===== src/hw/rtl/mrrc_pkg.sv =====
// Shared types, constants and the CRC-16/MODBUS byte update for the response checker.
package mrrc_pkg;

  // Default payload buffer depth in bytes
  localparam int unsigned MAX_DATA_BYTES_DEF = 32;

  // Field widths
  localparam int unsigned BYTE_W   = 8;
  localparam int unsigned CFG_IDX_W = 3;
  localparam int unsigned CFG_DATA_W = 16;
  localparam int unsigned REG_CNT_W = 5;
  localparam int unsigned INDEX_W  = 5;
  localparam int unsigned FRAMES_W = 16;

  // Configuration register indexes
  localparam logic [CFG_IDX_W-1:0] CFG_MODE        = 3'd0;
  localparam logic [CFG_IDX_W-1:0] CFG_SLAVE_ADDR  = 3'd1;
  localparam logic [CFG_IDX_W-1:0] CFG_FUNC_CODE   = 3'd2;
  localparam logic [CFG_IDX_W-1:0] CFG_REG_ADDR    = 3'd3;
  localparam logic [CFG_IDX_W-1:0] CFG_ECHO_VALUE  = 3'd4;
  localparam logic [CFG_IDX_W-1:0] CFG_REG_COUNT   = 3'd5;

  // Frame format select
  localparam logic MODE_ECHO = 1'b0;
  localparam logic MODE_READ = 1'b1;

  // Result status codes
  localparam logic STATUS_OK  = 1'b0;
  localparam logic STATUS_EXC = 1'b1;

  // Exception replies carry the function code plus 0x80 (bit 7 flipped)
  localparam logic [BYTE_W-1:0] EXC_FLAG = 8'h80;

  // CRC-16/MODBUS
  localparam logic [15:0] CRC_INIT = 16'hFFFF;
  localparam logic [15:0] CRC_POLY = 16'hA001;

  // Parser states, one-hot
  typedef enum logic [11:0] {
    ST_IDLE   = 12'b0000_0000_0001,
    ST_FUNC   = 12'b0000_0000_0010,
    ST_REGHI  = 12'b0000_0000_0100,
    ST_REGLO  = 12'b0000_0000_1000,
    ST_VALHI  = 12'b0000_0001_0000,
    ST_VALLO  = 12'b0000_0010_0000,
    ST_ECRCLO = 12'b0000_0100_0000,
    ST_ECRCHI = 12'b0000_1000_0000,
    ST_COUNT  = 12'b0001_0000_0000,
    ST_DATA   = 12'b0010_0000_0000,
    ST_RCRCLO = 12'b0100_0000_0000,
    ST_RCRCHI = 12'b1000_0000_0000
  } mrrc_state_e;

  // Reflected CRC update over one byte, LSB first
  function automatic logic [15:0] crc16_byte(input logic [15:0] crc,
                                             input logic [BYTE_W-1:0] b);
    logic [15:0] c;
    c = crc ^ {8'h00, b};
    for (int i = 0; i < 8; i++) begin
      c = c[0] ? ((c >> 1) ^ CRC_POLY) : (c >> 1);
    end
    return c;
  endfunction

endpackage


===== src/hw/rtl/mrrc_ram.sv =====
// Generic single-port-write, single-port-read RAM with registered, enabled read.
module mrrc_ram #(
  parameter int unsigned Width = 8,
  parameter int unsigned Depth = 32,
  localparam int unsigned AddrW = (Depth > 1) ? $clog2(Depth) : 1
) (
  input  logic             clk_i,
  input  logic             we_i,
  input  logic [AddrW-1:0] waddr_i,
  input  logic [Width-1:0] wdata_i,
  input  logic             re_i,
  input  logic [AddrW-1:0] raddr_i,
  output logic [Width-1:0] rdata_o
);

  logic [Width-1:0] mem_q [Depth];
  logic [Width-1:0] rdata_q;

  // Write port
  always_ff @(posedge clk_i) begin
    if (we_i) begin
      mem_q[waddr_i] <= wdata_i;
    end
  end

  // Read port: data holds while re_i is low
  always_ff @(posedge clk_i) begin
    if (re_i) begin
      rdata_q <= mem_q[raddr_i];
    end
  end

  assign rdata_o = rdata_q;

endmodule


===== src/hw/rtl/modbus_rtu_response_checker_top.sv =====
// Modbus RTU response checker: top level with parser, payload buffer and result run.
//
// Received bytes enter through an input register and are parsed one per cycle when
// not held: the parser checks address, function code, echo fields or byte count,
// updates the CRC-16/MODBUS one byte per cycle and checks the CRC low byte first. A
// bad byte silently drops the frame. An exception reply (function code plus 0x80,
// i.e. bit 7 flipped) gives one result with status 1. An accepted echo frame, or a
// read frame with a zero byte count, gives one result. An accepted read frame of N
// data bytes gives a run of N results, one per cycle while the result register has
// room, read back last byte first from the payload RAM; the run is paced by that
// RAM's single read port, and while it drains the parser holds the next byte in its
// input register (one more byte is taken in). Single results are registered directly,
// run words via the RAM read and pend_q. Outside of runs, a byte is taken every cycle
// as long as the result register is free or being emptied. There is no clearing pass
// after reset. The user must write configuration only while idle; it is not enforced.
module modbus_rtu_response_checker_top #(
  parameter int unsigned MaxDataBytes = mrrc_pkg::MAX_DATA_BYTES_DEF
) (
  input  logic                                 clk_i,
  input  logic                                 rst_ni,
  // configuration write port
  input  logic                                 cfg_we_i,
  input  logic [mrrc_pkg::CFG_IDX_W-1:0]       cfg_index_i,
  input  logic [mrrc_pkg::CFG_DATA_W-1:0]      cfg_data_i,
  // received byte stream
  input  logic                                 rx_valid_i,
  output logic                                 rx_ready_o,
  input  logic [mrrc_pkg::BYTE_W-1:0]          rx_byte_i,
  // results
  output logic                                 res_valid_o,
  input  logic                                 res_ready_i,
  output logic                                 status_o,
  output logic [mrrc_pkg::BYTE_W-1:0]          data_byte_o,
  output logic [mrrc_pkg::INDEX_W-1:0]         data_index_o,
  output logic [mrrc_pkg::FRAMES_W-1:0]        frame_count_o,
  output logic                                 last_o
);

  import mrrc_pkg::*;

  localparam int unsigned AW = (MaxDataBytes > 1) ? $clog2(MaxDataBytes) : 1;
  localparam int unsigned CW = $clog2(MaxDataBytes + 1);

  // Configuration registers
  logic                  mode_q;
  logic [BYTE_W-1:0]     slave_q;
  logic [BYTE_W-1:0]     func_q;
  logic [15:0]           reg_addr_q;
  logic [15:0]           echo_q;
  logic [REG_CNT_W-1:0]  reg_cnt_q;

  // Input register
  logic              in_valid_q;
  logic [BYTE_W-1:0] rx_q;

  // Parser state
  mrrc_state_e         state_q, state_d;
  logic [15:0]         crc_q, crc_d, crc_upd;
  logic [CW-1:0]       counter_q, counter_d, counter_nxt;
  logic [CW-1:0]       bcnt_q, bcnt_d;
  logic [FRAMES_W-1:0] frames_q, frames_d;

  // Run reader
  logic                run_q;
  logic [AW-1:0]       rd_addr_q;
  logic [INDEX_W-1:0]  rd_idx_q;
  logic [CW-1:0]       rd_left_q;
  logic                pend_q;
  logic [INDEX_W-1:0]  pend_idx_q;
  logic                pend_last_q;
  logic                issue, move;
  logic [BYTE_W-1:0]   ram_rdata;

  // Output register
  logic                out_valid_q;
  logic                status_q;
  logic [BYTE_W-1:0]   data_q;
  logic [INDEX_W-1:0]  idx_q;
  logic [FRAMES_W-1:0] fc_q;
  logic                last_q;

  logic out_free, proc_fire, rx_fire;
  logic emit, emit_status, start_run, ram_we, count_ok;

  // Config writes
  always_ff @(posedge clk_i or negedge rst_ni) begin
    if (!rst_ni) begin
      mode_q     <= MODE_ECHO;
      slave_q    <= 8'd1;
      func_q     <= 8'd3;
      reg_addr_q <= '0;
      echo_q     <= '0;
      reg_cnt_q  <= REG_CNT_W'(1);
    end else if (cfg_we_i) begin
      case (cfg_index_i)
        CFG_MODE:       mode_q     <= cfg_data_i[0];
        CFG_SLAVE_ADDR: slave_q    <= cfg_data_i[BYTE_W-1:0];
        CFG_FUNC_CODE:  func_q     <= cfg_data_i[BYTE_W-1:0];
        CFG_REG_ADDR:   reg_addr_q <= cfg_data_i;
        CFG_ECHO_VALUE: echo_q     <= cfg_data_i;
        CFG_REG_COUNT:  reg_cnt_q  <= cfg_data_i[REG_CNT_W-1:0];
        default: ;
      endcase
    end
  end

  // Handshake: parse a byte only with no run pending and room in the result register
  assign out_free   = !out_valid_q || res_ready_i;
  assign proc_fire  = in_valid_q && !run_q && !pend_q && out_free;
  assign rx_ready_o = !in_valid_q || proc_fire;
  assign rx_fire    = rx_valid_i && rx_ready_o;

  // Input register
  always_ff @(posedge clk_i or negedge rst_ni) begin
    if (!rst_ni) begin
      in_valid_q <= 1'b0;
    end else if (rx_fire) begin
      in_valid_q <= 1'b1;
    end else if (proc_fire) begin
      in_valid_q <= 1'b0;
    end
  end

  always_ff @(posedge clk_i) begin
    if (rx_fire) begin
      rx_q <= rx_byte_i;
    end
  end

  assign crc_upd     = crc16_byte(crc_q, rx_q);
  assign counter_nxt = counter_q + 1'b1;
  assign count_ok    = (rx_q == {2'b00, reg_cnt_q, 1'b0}) &&
                       (rx_q <= BYTE_W'(MaxDataBytes));

  // Frame parser
  always_comb begin
    state_d     = state_q;
    crc_d       = crc_q;
    counter_d   = counter_q;
    bcnt_d      = bcnt_q;
    frames_d    = frames_q;
    emit        = 1'b0;
    emit_status = STATUS_OK;
    start_run   = 1'b0;
    ram_we      = 1'b0;
    if (proc_fire) begin
      case (state_q)
        ST_IDLE: begin
          if (rx_q == slave_q) begin
            crc_d   = crc16_byte(CRC_INIT, rx_q);
            state_d = ST_FUNC;
          end
        end
        ST_FUNC: begin
          state_d = ST_IDLE;
          if (rx_q == func_q) begin
            crc_d   = crc_upd;
            state_d = (mode_q == MODE_READ) ? ST_COUNT : ST_REGHI;
          end else if (rx_q == BYTE_W'(func_q + EXC_FLAG)) begin
            emit        = 1'b1;
            emit_status = STATUS_EXC;
          end
        end
        ST_REGHI: begin
          state_d = ST_IDLE;
          if (rx_q == reg_addr_q[15:8]) begin
            crc_d   = crc_upd;
            state_d = ST_REGLO;
          end
        end
        ST_REGLO: begin
          state_d = ST_IDLE;
          if (rx_q == reg_addr_q[7:0]) begin
            crc_d   = crc_upd;
            state_d = ST_VALHI;
          end
        end
        ST_VALHI: begin
          state_d = ST_IDLE;
          if (rx_q == echo_q[15:8]) begin
            crc_d   = crc_upd;
            state_d = ST_VALLO;
          end
        end
        ST_VALLO: begin
          state_d = ST_IDLE;
          if (rx_q == echo_q[7:0]) begin
            crc_d   = crc_upd;
            state_d = ST_ECRCLO;
          end
        end
        ST_ECRCLO: begin
          state_d = (rx_q == crc_q[7:0]) ? ST_ECRCHI : ST_IDLE;
        end
        ST_RCRCLO: begin
          state_d = (rx_q == crc_q[7:0]) ? ST_RCRCHI : ST_IDLE;
        end
        ST_ECRCHI: begin
          state_d = ST_IDLE;
          if (rx_q == crc_q[15:8]) begin
            frames_d = frames_q + 1'b1;
            emit     = 1'b1;
          end
        end
        ST_COUNT: begin
          state_d = ST_IDLE;
          if (count_ok) begin
            crc_d     = crc_upd;
            bcnt_d    = rx_q[CW-1:0];
            counter_d = '0;
            state_d   = (rx_q == '0) ? ST_RCRCLO : ST_DATA;
          end
        end
        ST_DATA: begin
          ram_we    = 1'b1;
          crc_d     = crc_upd;
          counter_d = counter_nxt;
          if (counter_nxt >= bcnt_q) begin
            state_d = ST_RCRCLO;
          end
        end
        ST_RCRCHI: begin
          state_d = ST_IDLE;
          if (rx_q == crc_q[15:8]) begin
            frames_d = frames_q + 1'b1;
            if (bcnt_q == '0) begin
              emit = 1'b1;
            end else begin
              start_run = 1'b1;
            end
          end
        end
        default: state_d = ST_IDLE;
      endcase
    end
  end

  always_ff @(posedge clk_i or negedge rst_ni) begin
    if (!rst_ni) begin
      state_q   <= ST_IDLE;
      crc_q     <= CRC_INIT;
      counter_q <= '0;
      bcnt_q    <= '0;
      frames_q  <= '0;
    end else begin
      state_q   <= state_d;
      crc_q     <= crc_d;
      counter_q <= counter_d;
      bcnt_q    <= bcnt_d;
      frames_q  <= frames_d;
    end
  end

  // Payload buffer
  mrrc_ram #(
    .Width (BYTE_W),
    .Depth (MaxDataBytes)
  ) u_payload_ram (
    .clk_i   (clk_i),
    .we_i    (ram_we),
    .waddr_i (counter_q[AW-1:0]),
    .wdata_i (rx_q),
    .re_i    (issue),
    .raddr_i (rd_addr_q),
    .rdata_o (ram_rdata)
  );

  // Run reader: one RAM read per cycle while the result register has room, last stored
  // byte first; pend_q marks read data waiting for the result register
  assign move  = pend_q && out_free;
  assign issue = run_q && (!pend_q || move);

  always_ff @(posedge clk_i or negedge rst_ni) begin
    if (!rst_ni) begin
      run_q  <= 1'b0;
      pend_q <= 1'b0;
    end else begin
      if (start_run) begin
        run_q <= 1'b1;
      end else if (issue && rd_left_q == CW'(1)) begin
        run_q <= 1'b0;
      end
      if (issue) begin
        pend_q <= 1'b1;
      end else if (move) begin
        pend_q <= 1'b0;
      end
    end
  end

  always_ff @(posedge clk_i) begin
    if (start_run) begin
      rd_addr_q <= AW'(bcnt_q - 1'b1);
      rd_idx_q  <= '0;
      rd_left_q <= bcnt_q;
    end else if (issue) begin
      rd_addr_q <= rd_addr_q - 1'b1;
      rd_idx_q  <= rd_idx_q + 1'b1;
      rd_left_q <= rd_left_q - 1'b1;
    end
    if (issue) begin
      pend_idx_q  <= rd_idx_q;
      pend_last_q <= (rd_left_q == CW'(1));
    end
  end

  // Result register
  always_ff @(posedge clk_i or negedge rst_ni) begin
    if (!rst_ni) begin
      out_valid_q <= 1'b0;
    end else if (emit || move) begin
      out_valid_q <= 1'b1;
    end else if (res_ready_i) begin
      out_valid_q <= 1'b0;
    end
  end

  always_ff @(posedge clk_i) begin
    if (emit) begin
      status_q <= emit_status;
      data_q   <= '0;
      idx_q    <= '0;
      fc_q     <= frames_d;
      last_q   <= 1'b1;
    end else if (move) begin
      status_q <= STATUS_OK;
      data_q   <= ram_rdata;
      idx_q    <= pend_idx_q;
      fc_q     <= frames_q;
      last_q   <= pend_last_q;
    end
  end

  assign res_valid_o   = out_valid_q;
  assign status_o      = status_q;
  assign data_byte_o   = data_q;
  assign data_index_o  = idx_q;
  assign frame_count_o = fc_q;
  assign last_o        = last_q;

endmodule


===== config.mk =====
export PLATFORM = sky130hd
export DESIGN_NAME = modbus_rtu_response_checker_top
export DESIGN_NICKNAME = d
export VERILOG_FILES = /design/src/hw/rtl/mrrc_pkg.sv /design/src/hw/rtl/mrrc_ram.sv /design/src/hw/rtl/modbus_rtu_response_checker_top.sv
export SDC_FILE = /design/constraint.sdc
export NUM_CORES = 1
export LEC_CHECK = 0
export ABC_CLOCK_PERIOD_IN_PS = 4610
export BUFFER_PORTS_ARGS = -buffer_cell sky130_fd_sc_hd__clkbuf_2
export CELL_PAD_IN_SITES_DETAIL_PLACEMENT = 0
export CELL_PAD_IN_SITES_GLOBAL_PLACEMENT = 2
export CORE_MARGIN = 2
export CORE_UTILIZATION = 50
export CTS_CLUSTER_DIAMETER = 200
export CTS_CLUSTER_SIZE = 40
export DETAILED_ROUTE_END_ITERATION = 10
export GPL_ROUTABILITY_DRIVEN = 1
export PLACE_DENSITY_LB_ADDON = 0.1
export SETUP_SLACK_MARGIN = 0.1
export SYNTH_ARGS = -nofsm -noshare
export SYNTH_HDL_FRONTEND = slang
export SYNTH_SLANG_ARGS = --single-unit

===== constraint.sdc =====
create_clock -name clk_i -period 4.61 [get_ports clk_i]
set_input_delay 0.6915 -clock clk_i [delete_from_list [all_inputs] [get_ports clk_i]]
set_output_delay 0.6915 -clock clk_i [all_outputs]
set_load 0.02 [all_outputs]

# Yosys cells after proc, flatten, opt, wreduce, memory -nomap -nowiden

Memories as Yosys holds them, arrays and structs flattened. A register that Yosys moved wholly into a read port is not among the register bits.
Index checks and enable logic that the tools add are counted.

Register bits: 175
Latch bits: 0
ROM bits: 0
Memories kept: 1
Memory bits (writable): 256
Output and inout port bits: 33

Memories:

| memory              | words | bits a word | read ports | clocked after Yosys merged registers in | write ports | line           | text |
|---|---|---|---|---|---|---|---|
| u_payload_ram.mem_q | 32    | 8           | 1          | 1                                       | 1           | mrrc_ram.sv:16 | `logic [Width-1:0] mem_q [Depth];` |

Multiplexer cells: 74
Shifts and indexed selects: 0
Div/mod/pow operators: 0
$add $sub $neg: 7
$mul: 0
Reduce and logical (&&, ||, !) cells: 38
Bitwise gates (word level): 18
Eq/ne operators: 36
$lt $le $gt $ge: 2

Operator list:

| kind                  | number |
|---|---|
| $mux 16               | 28 |
| $pmux 16 s8           | 1 |
| $pmux 12 s10          | 1 |
| $eq 8x8->1            | 9 |
| $not 2->3             | 16 |
| $mux 12               | 3 |
| $mux 1                | 25 |
| $mux 6                | 4 |
| $mux 11               | 2 |
| $mux 9                | 2 |
| $add 16x1->16 const B | 1 |
| $ne 2x2->1 const B    | 8 |
| $not 8->16            | 1 |
| $xor 16x8->16         | 1 |
| $mux 5                | 3 |
| $reduce_bool 2->1     | 7 |
| $eq 12x1->1 const B   | 1 |
| $eq 12x10->1 const B  | 1 |
| $eq 12x11->1 const B  | 1 |
| $eq 12x12->1 const B  | 1 |
| $eq 12x2->1 const B   | 1 |
| $eq 12x3->1 const B   | 1 |
| $eq 12x4->1 const B   | 1 |
| $eq 12x5->1 const B   | 1 |
| 32 further kinds      | 55 |

# Depth between registers and ports, before layout

Depth in word-level cells: 19
Mapped depth: 13
Mapped depth without buffers: 12

# Cells and area by module

A second synthesis with hierarchy kept.

Cells, all modules: 1209
Area total of the unflattened synthesis: 19069.5 sq um

By module, submodules not included:

| module                          | instances | area each (sq um) | cells each |
|---|---|---|---|
| mrrc_ram                        | 1         | 10133.5           | 417 |
| modbus_rtu_response_checker_top | 1         | 8936.1            | 792 |

# Least setup slack after synthesis

Ideal clock, no wire load.

Path kind: register to register
Start point: register rx_q[5]
End point: register rd_addr_q[4] (data pin)
Arrival time: 2848 ps
Setup slack: 1492 ps
Library setup time: 270 ps
Clock period less this slack: 3118 ps
Stages on the path, launching flop included: 14
Data required time: 4340 ps
Path buffers: 2
Path through: edfxtp_1 > buf_4 > xor2_1 > nor4_1 > nand4_2 > nor2_1 > nand3_1 > clkbuf_1 > a21oi_1 > ha_1 > nand3_1 > xnor2_1 > nor2_1 > a21oi_1

Word-level cells in the longest chain between the ends: 5

Ends and longest elaborated chain:

| element                | line                                   | text |
|---|---|---|
| from (decl)            | modbus_rtu_response_checker_top.sv:54  | `logic [BYTE_W-1:0] rx_q;` |
| from (signal assigned) | modbus_rtu_response_checker_top.sv:126 | `rx_q <= rx_byte_i;` |
| $eq 8x8->1             | modbus_rtu_response_checker_top.sv:224 | `if (rx_q == crc_q[15:8]) begin` |
| $mux 1                 | modbus_rtu_response_checker_top.sv:224 |  |
| $mux 1                 | modbus_rtu_response_checker_top.sv:147 | `case (state_q)` |
| $mux 1                 | modbus_rtu_response_checker_top.sv:146 | `if (proc_fire) begin` |
| $mux 5                 | modbus_rtu_response_checker_top.sv:292 | `if (start_run) begin` |
| to (signal assigned)   | modbus_rtu_response_checker_top.sv:293 | `rd_addr_q <= AW'(bcnt_q - 1'b1);` |
| to (signal assigned)   | modbus_rtu_response_checker_top.sv:297 | `rd_addr_q <= rd_addr_q - 1'b1;` |
| to (decl)              | modbus_rtu_response_checker_top.sv:65  | `logic [AW-1:0] rd_addr_q;` |

No other way between the ends.
A chain may end at the register's enable or synchronous reset.

# Worst setup path after layout

Start point: register rx_q[5]
End point: register crc_q[11]

Word-level cells in the longest chain between the ends: 12
Elaborated cells on any way between the ends: 45

Ends and longest elaborated chain:

| element                                            | line                                   | text |
|---|---|---|
| $xor 16x8->16 / $not 8->16 (equally long branches) | n/a                                    |  |
| $mux 16 (4 in a row)                               | mrrc_pkg.sv:60                         | `c = c[0] ? ((c >> 1) ^ CRC_POLY) : (c >> 1);` |
| $not 2->3 (no source line)                         | n/a                                    |  |
| $mux 16 (4 in a row)                               | mrrc_pkg.sv:60                         |  |
| $mux 16, or another cell as far along              | modbus_rtu_response_checker_top.sv:207 | `if (count_ok) begin` |
| $pmux 16 s8                                        | modbus_rtu_response_checker_top.sv:147 |  |
| to (signal assigned)                               | modbus_rtu_response_checker_top.sv:247 | `crc_q <= crc_d;` |
| to (decl)                                          | modbus_rtu_response_checker_top.sv:58  | `logic [15:0] crc_q, crc_d, crc_upd;` |

Several ways; a longest one is shown, not always the timed one. The select of a mux whose other input is x is not followed.

==> flow_summary.ini <==
[die]
dieArea_um2 = 39900
initial_core_util_pct = 50.9
die_w_um = 200
fp.dieH_um = 200
io_pins = 65
core_area_um2 = 37700
fp-row-count = 71

[timing]
setup_tns_ns = 0
rsz0062_at_grt = false
slew_headroom_pct = 33.4
fmax_ghz = 0.291
clock_skew_ns = 0.0249
setup_viol = 0
finalMaxSlewViolations = 0
hold_viol = 0
worst_slew_pin_slew_ns = 1.00
period_share_pct = 74.5
period_minus_slack_ns = 3.44
fin_ws_ns = 1.17

[run_status]
status = complete, no violations

[pwr]
p_int_mw = 5.71
switchingPower_mw = 1.90
pwr-share-seq_pct = 61.4
p_comb_share_pct = 15.9
power_density_nw_per_um2 = 373
vdd_drop_max_mv = 0.225
pwr-share-clk_pct = 22.7
swShare_pct = 24.9
leakage_nw = 7.20

[setup_path]
path_class = reg2reg
start_kind = register
cp.required_ns = 5.10
worst_ep_arrival_time_ns = 3.92
cp_max_fo = 38
regToRegSetupSlack_ns = 1.17
end_kind = register

[placement]
dpl_worst_slack_ns = 1.16
placed_cells = 1759
postPlaceCellArea_um2 = 20000
io_buffers = 64
gp_congestion = 0.775
hpwl_um = 27600

[route]
viasPerCell = 5.56
wl_um = 39900
wl_per_cell_um = 22.4
ant_nets = 0
drt-initial-drc-count = 783
drc = 0
dr.pass1.iters = 6
num_vias = 9906

[grt]
grt_usage_pct = 20.5
grt_max_degree = 63
antenna_found_initial = 5
grt_pass1_wl_um = 60800
grt_pass1_vias = 9911
globalRoute.totalOverflow = 0

[final_layout]
fin_cells = 1783
fin_util_pct = 54.2
stdcell_area_um2 = 20400
diodes = 0
nNetsFinal = 1320
fill_cells = 3148
drive_above_1_share_pct = 24.3
area_growth_pct = 6.60

[cts]
cts_setup_buffers = 0
cts_buffers = 14
cts_max_level = 1
clk_pin_slew_ns = 0.15
hold_buffers = 0
cts_buffer_depth = 3
cts_tree = yes
clock_latency_ns = 0.54
post_cts_resized = 0
cts_root_buf = clkbuf_16
cts_sinks = 439

[synth]
synth_area_leaders = edfxtp_1 (48%), dfrtp_1 (12%), mux4_2 (9.4%)
synth_top_area_cell = edfxtp_1
synthDominantCellAreaShare_pct = 48.0
synth_area_um2 = 19200
synth_area_per_cell_um2 = 15.8
synth_cell_types = 67
syn-num-nets = 1271
synth_top_flop_cell = edfxtp_1
synth_seq_cells = 439
synth_edf_count = 306
synth_warnings = 0
yosysSeqAreaShare_pct = 65.0
netlist_instances = 1215
synthArstFlopShare_pct = 26.0

[worst_hold_path]
hold_path.class = in2async

[flow_run]
drv_cap = 0
[path summary, 6_finish.rpt]
kind,start,to,cells after the start
max,rx_q[5],crc_q[11],8
min,rst_ni,frames_q[12],1
max reg2reg,rx_q[5],crc_q[11],8
min reg2reg,data_byte_o[2],data_byte_o[2],2
max in group asynchronous,rst_ni,slave_q[0],2
min in group clk_i,rx_byte_i[4],rx_q[4],1
[power by group through the flow]
stage	combinational [mW]	sequential [mW]	clock [mW]
after CTS	1.23	4.67	1.79
after global routing	1.34	4.70	1.90
final	1.21	4.67	1.73
after floorplan	0.985	4.71	0
after global placement	1.21	4.76	0
after detailed placement	1.23	4.76	0
[logic make-up (layout without fill, tap and decap cells)]
| family | count (synthesis) | count (layout) | synth area share (%) |
|---|---|---|---|
| flops | 439 | 439 | 65.0 |
| buf+inv | 82 | 139 | 2.14 |
| fa+ha+maj | 24 | 24 | 1.57 |
| xor+xnor | 140 | 140 | 6.51 |
| simple gates | 290 | 290 | 7.75 |
| compound gates | 65 | 65 | 2.04 |
| mux | 175 | 175 | 15.0 |
[placed cells by master, fill, tap and decap left out, drive strengths merged, types with 3 or more instances in the layout]
cell	instances
a21oi	30
o21ai	18
dfxtp	19
and2	4
xor2	77
edfxtp	306
nand2	72
nor2b	7
or4	3
nor4	18
nand4	17
o2111ai	3
clkbuf	86
a22o	4
mux4	80
nand3b	4
and3	6
buf	21
mux2i	9
ha	24
nor3	30
dfrtp	93
mux2	86
nand3	21
inv	31
dfstp	21
xnor2	62
nor2	85
nand2b	10
[critical path, cell delays in order (launching register included)]
cell and delay (ns):
edfxtp_1 0.68, buf_4 0.55, xor2_1 0.13, nor4_1 0.39, a21oi_1 0.20, nor3_2 0.16
o2111ai_2 0.22, a211o_1 0.62, mux2_4 0.40
[stage by stage]
stage / hold slack, ns / total power [mW]
floorplan: 0.396 / 5.70
global placement: 0.435 / 5.97
detailed placement: 0.440 / 5.98
CTS: 0.234 / 7.70
global route: 0.269 / 7.94
finish: 0.213 / 7.61
[metal layers]
layer / track usage [%] / wire length (µm) / up-vias
met5: 0 / 0 / -
met4: 3.07 / 470 / 0
met3: 1.80 / 1500 / 22
met2: 32.6 / 18800 / 186
met1: 31.9 / 19100 / 5099
li1: - / - / 4599
[sequential cells by signal (all words and copies together), names as in the netlist, 6 cells and up]
register,flops
bcnt_q,6
counter_q,6
crc_q,16
data_byte_o,8
echo_q,16
frame_count_o,16
frames_q,16
func_q,8
rd_left_q,6
reg_addr_q,16
rx_q,8
slave_q,8
state_q,12
u_payload_ram.mem_q,256
u_payload_ram.rdata_o,8
[synthesized netlist by cell type, types with 3 or more instances]
cell      number
mux4_2        80
and2_1         3
inv_1         31
a22o_1         4
nor2_1        85
and3_2         3
nand2b_1      10
buf_6          6
nand4_1       15
o21ai_0       16
ha_1          24
xor2_1        76
dfrtp_1       93
dfxtp_1       19
and3_1         3
nor4_1        14
dfstp_2       21
nor3_1        25
a21oi_1       29
or4_1          3
nor2b_1        7
nor3_2         4
buf_4          5
xnor2_1       62
clkbuf_1      24
buf_1          6
edfxtp_1     306
mux2_4         5
mux2i_1        9
nand2_1       72
nand3_1       20
mux2_2        81
buf_2          8
nand3b_1       4
[layout make-up]
class	count	area (µm²)	area share (%)
timing repair buffer	84	498	2.44
multi-input combinational	694	6310	30.9
clock buffer	23	405	1.98
tap	511	639	3.13
clock inverter	1	3.75	0.0184
sequential	439	12400	60.9
inverter	31	116	0.570
Power figures use the tool's default switching activity.
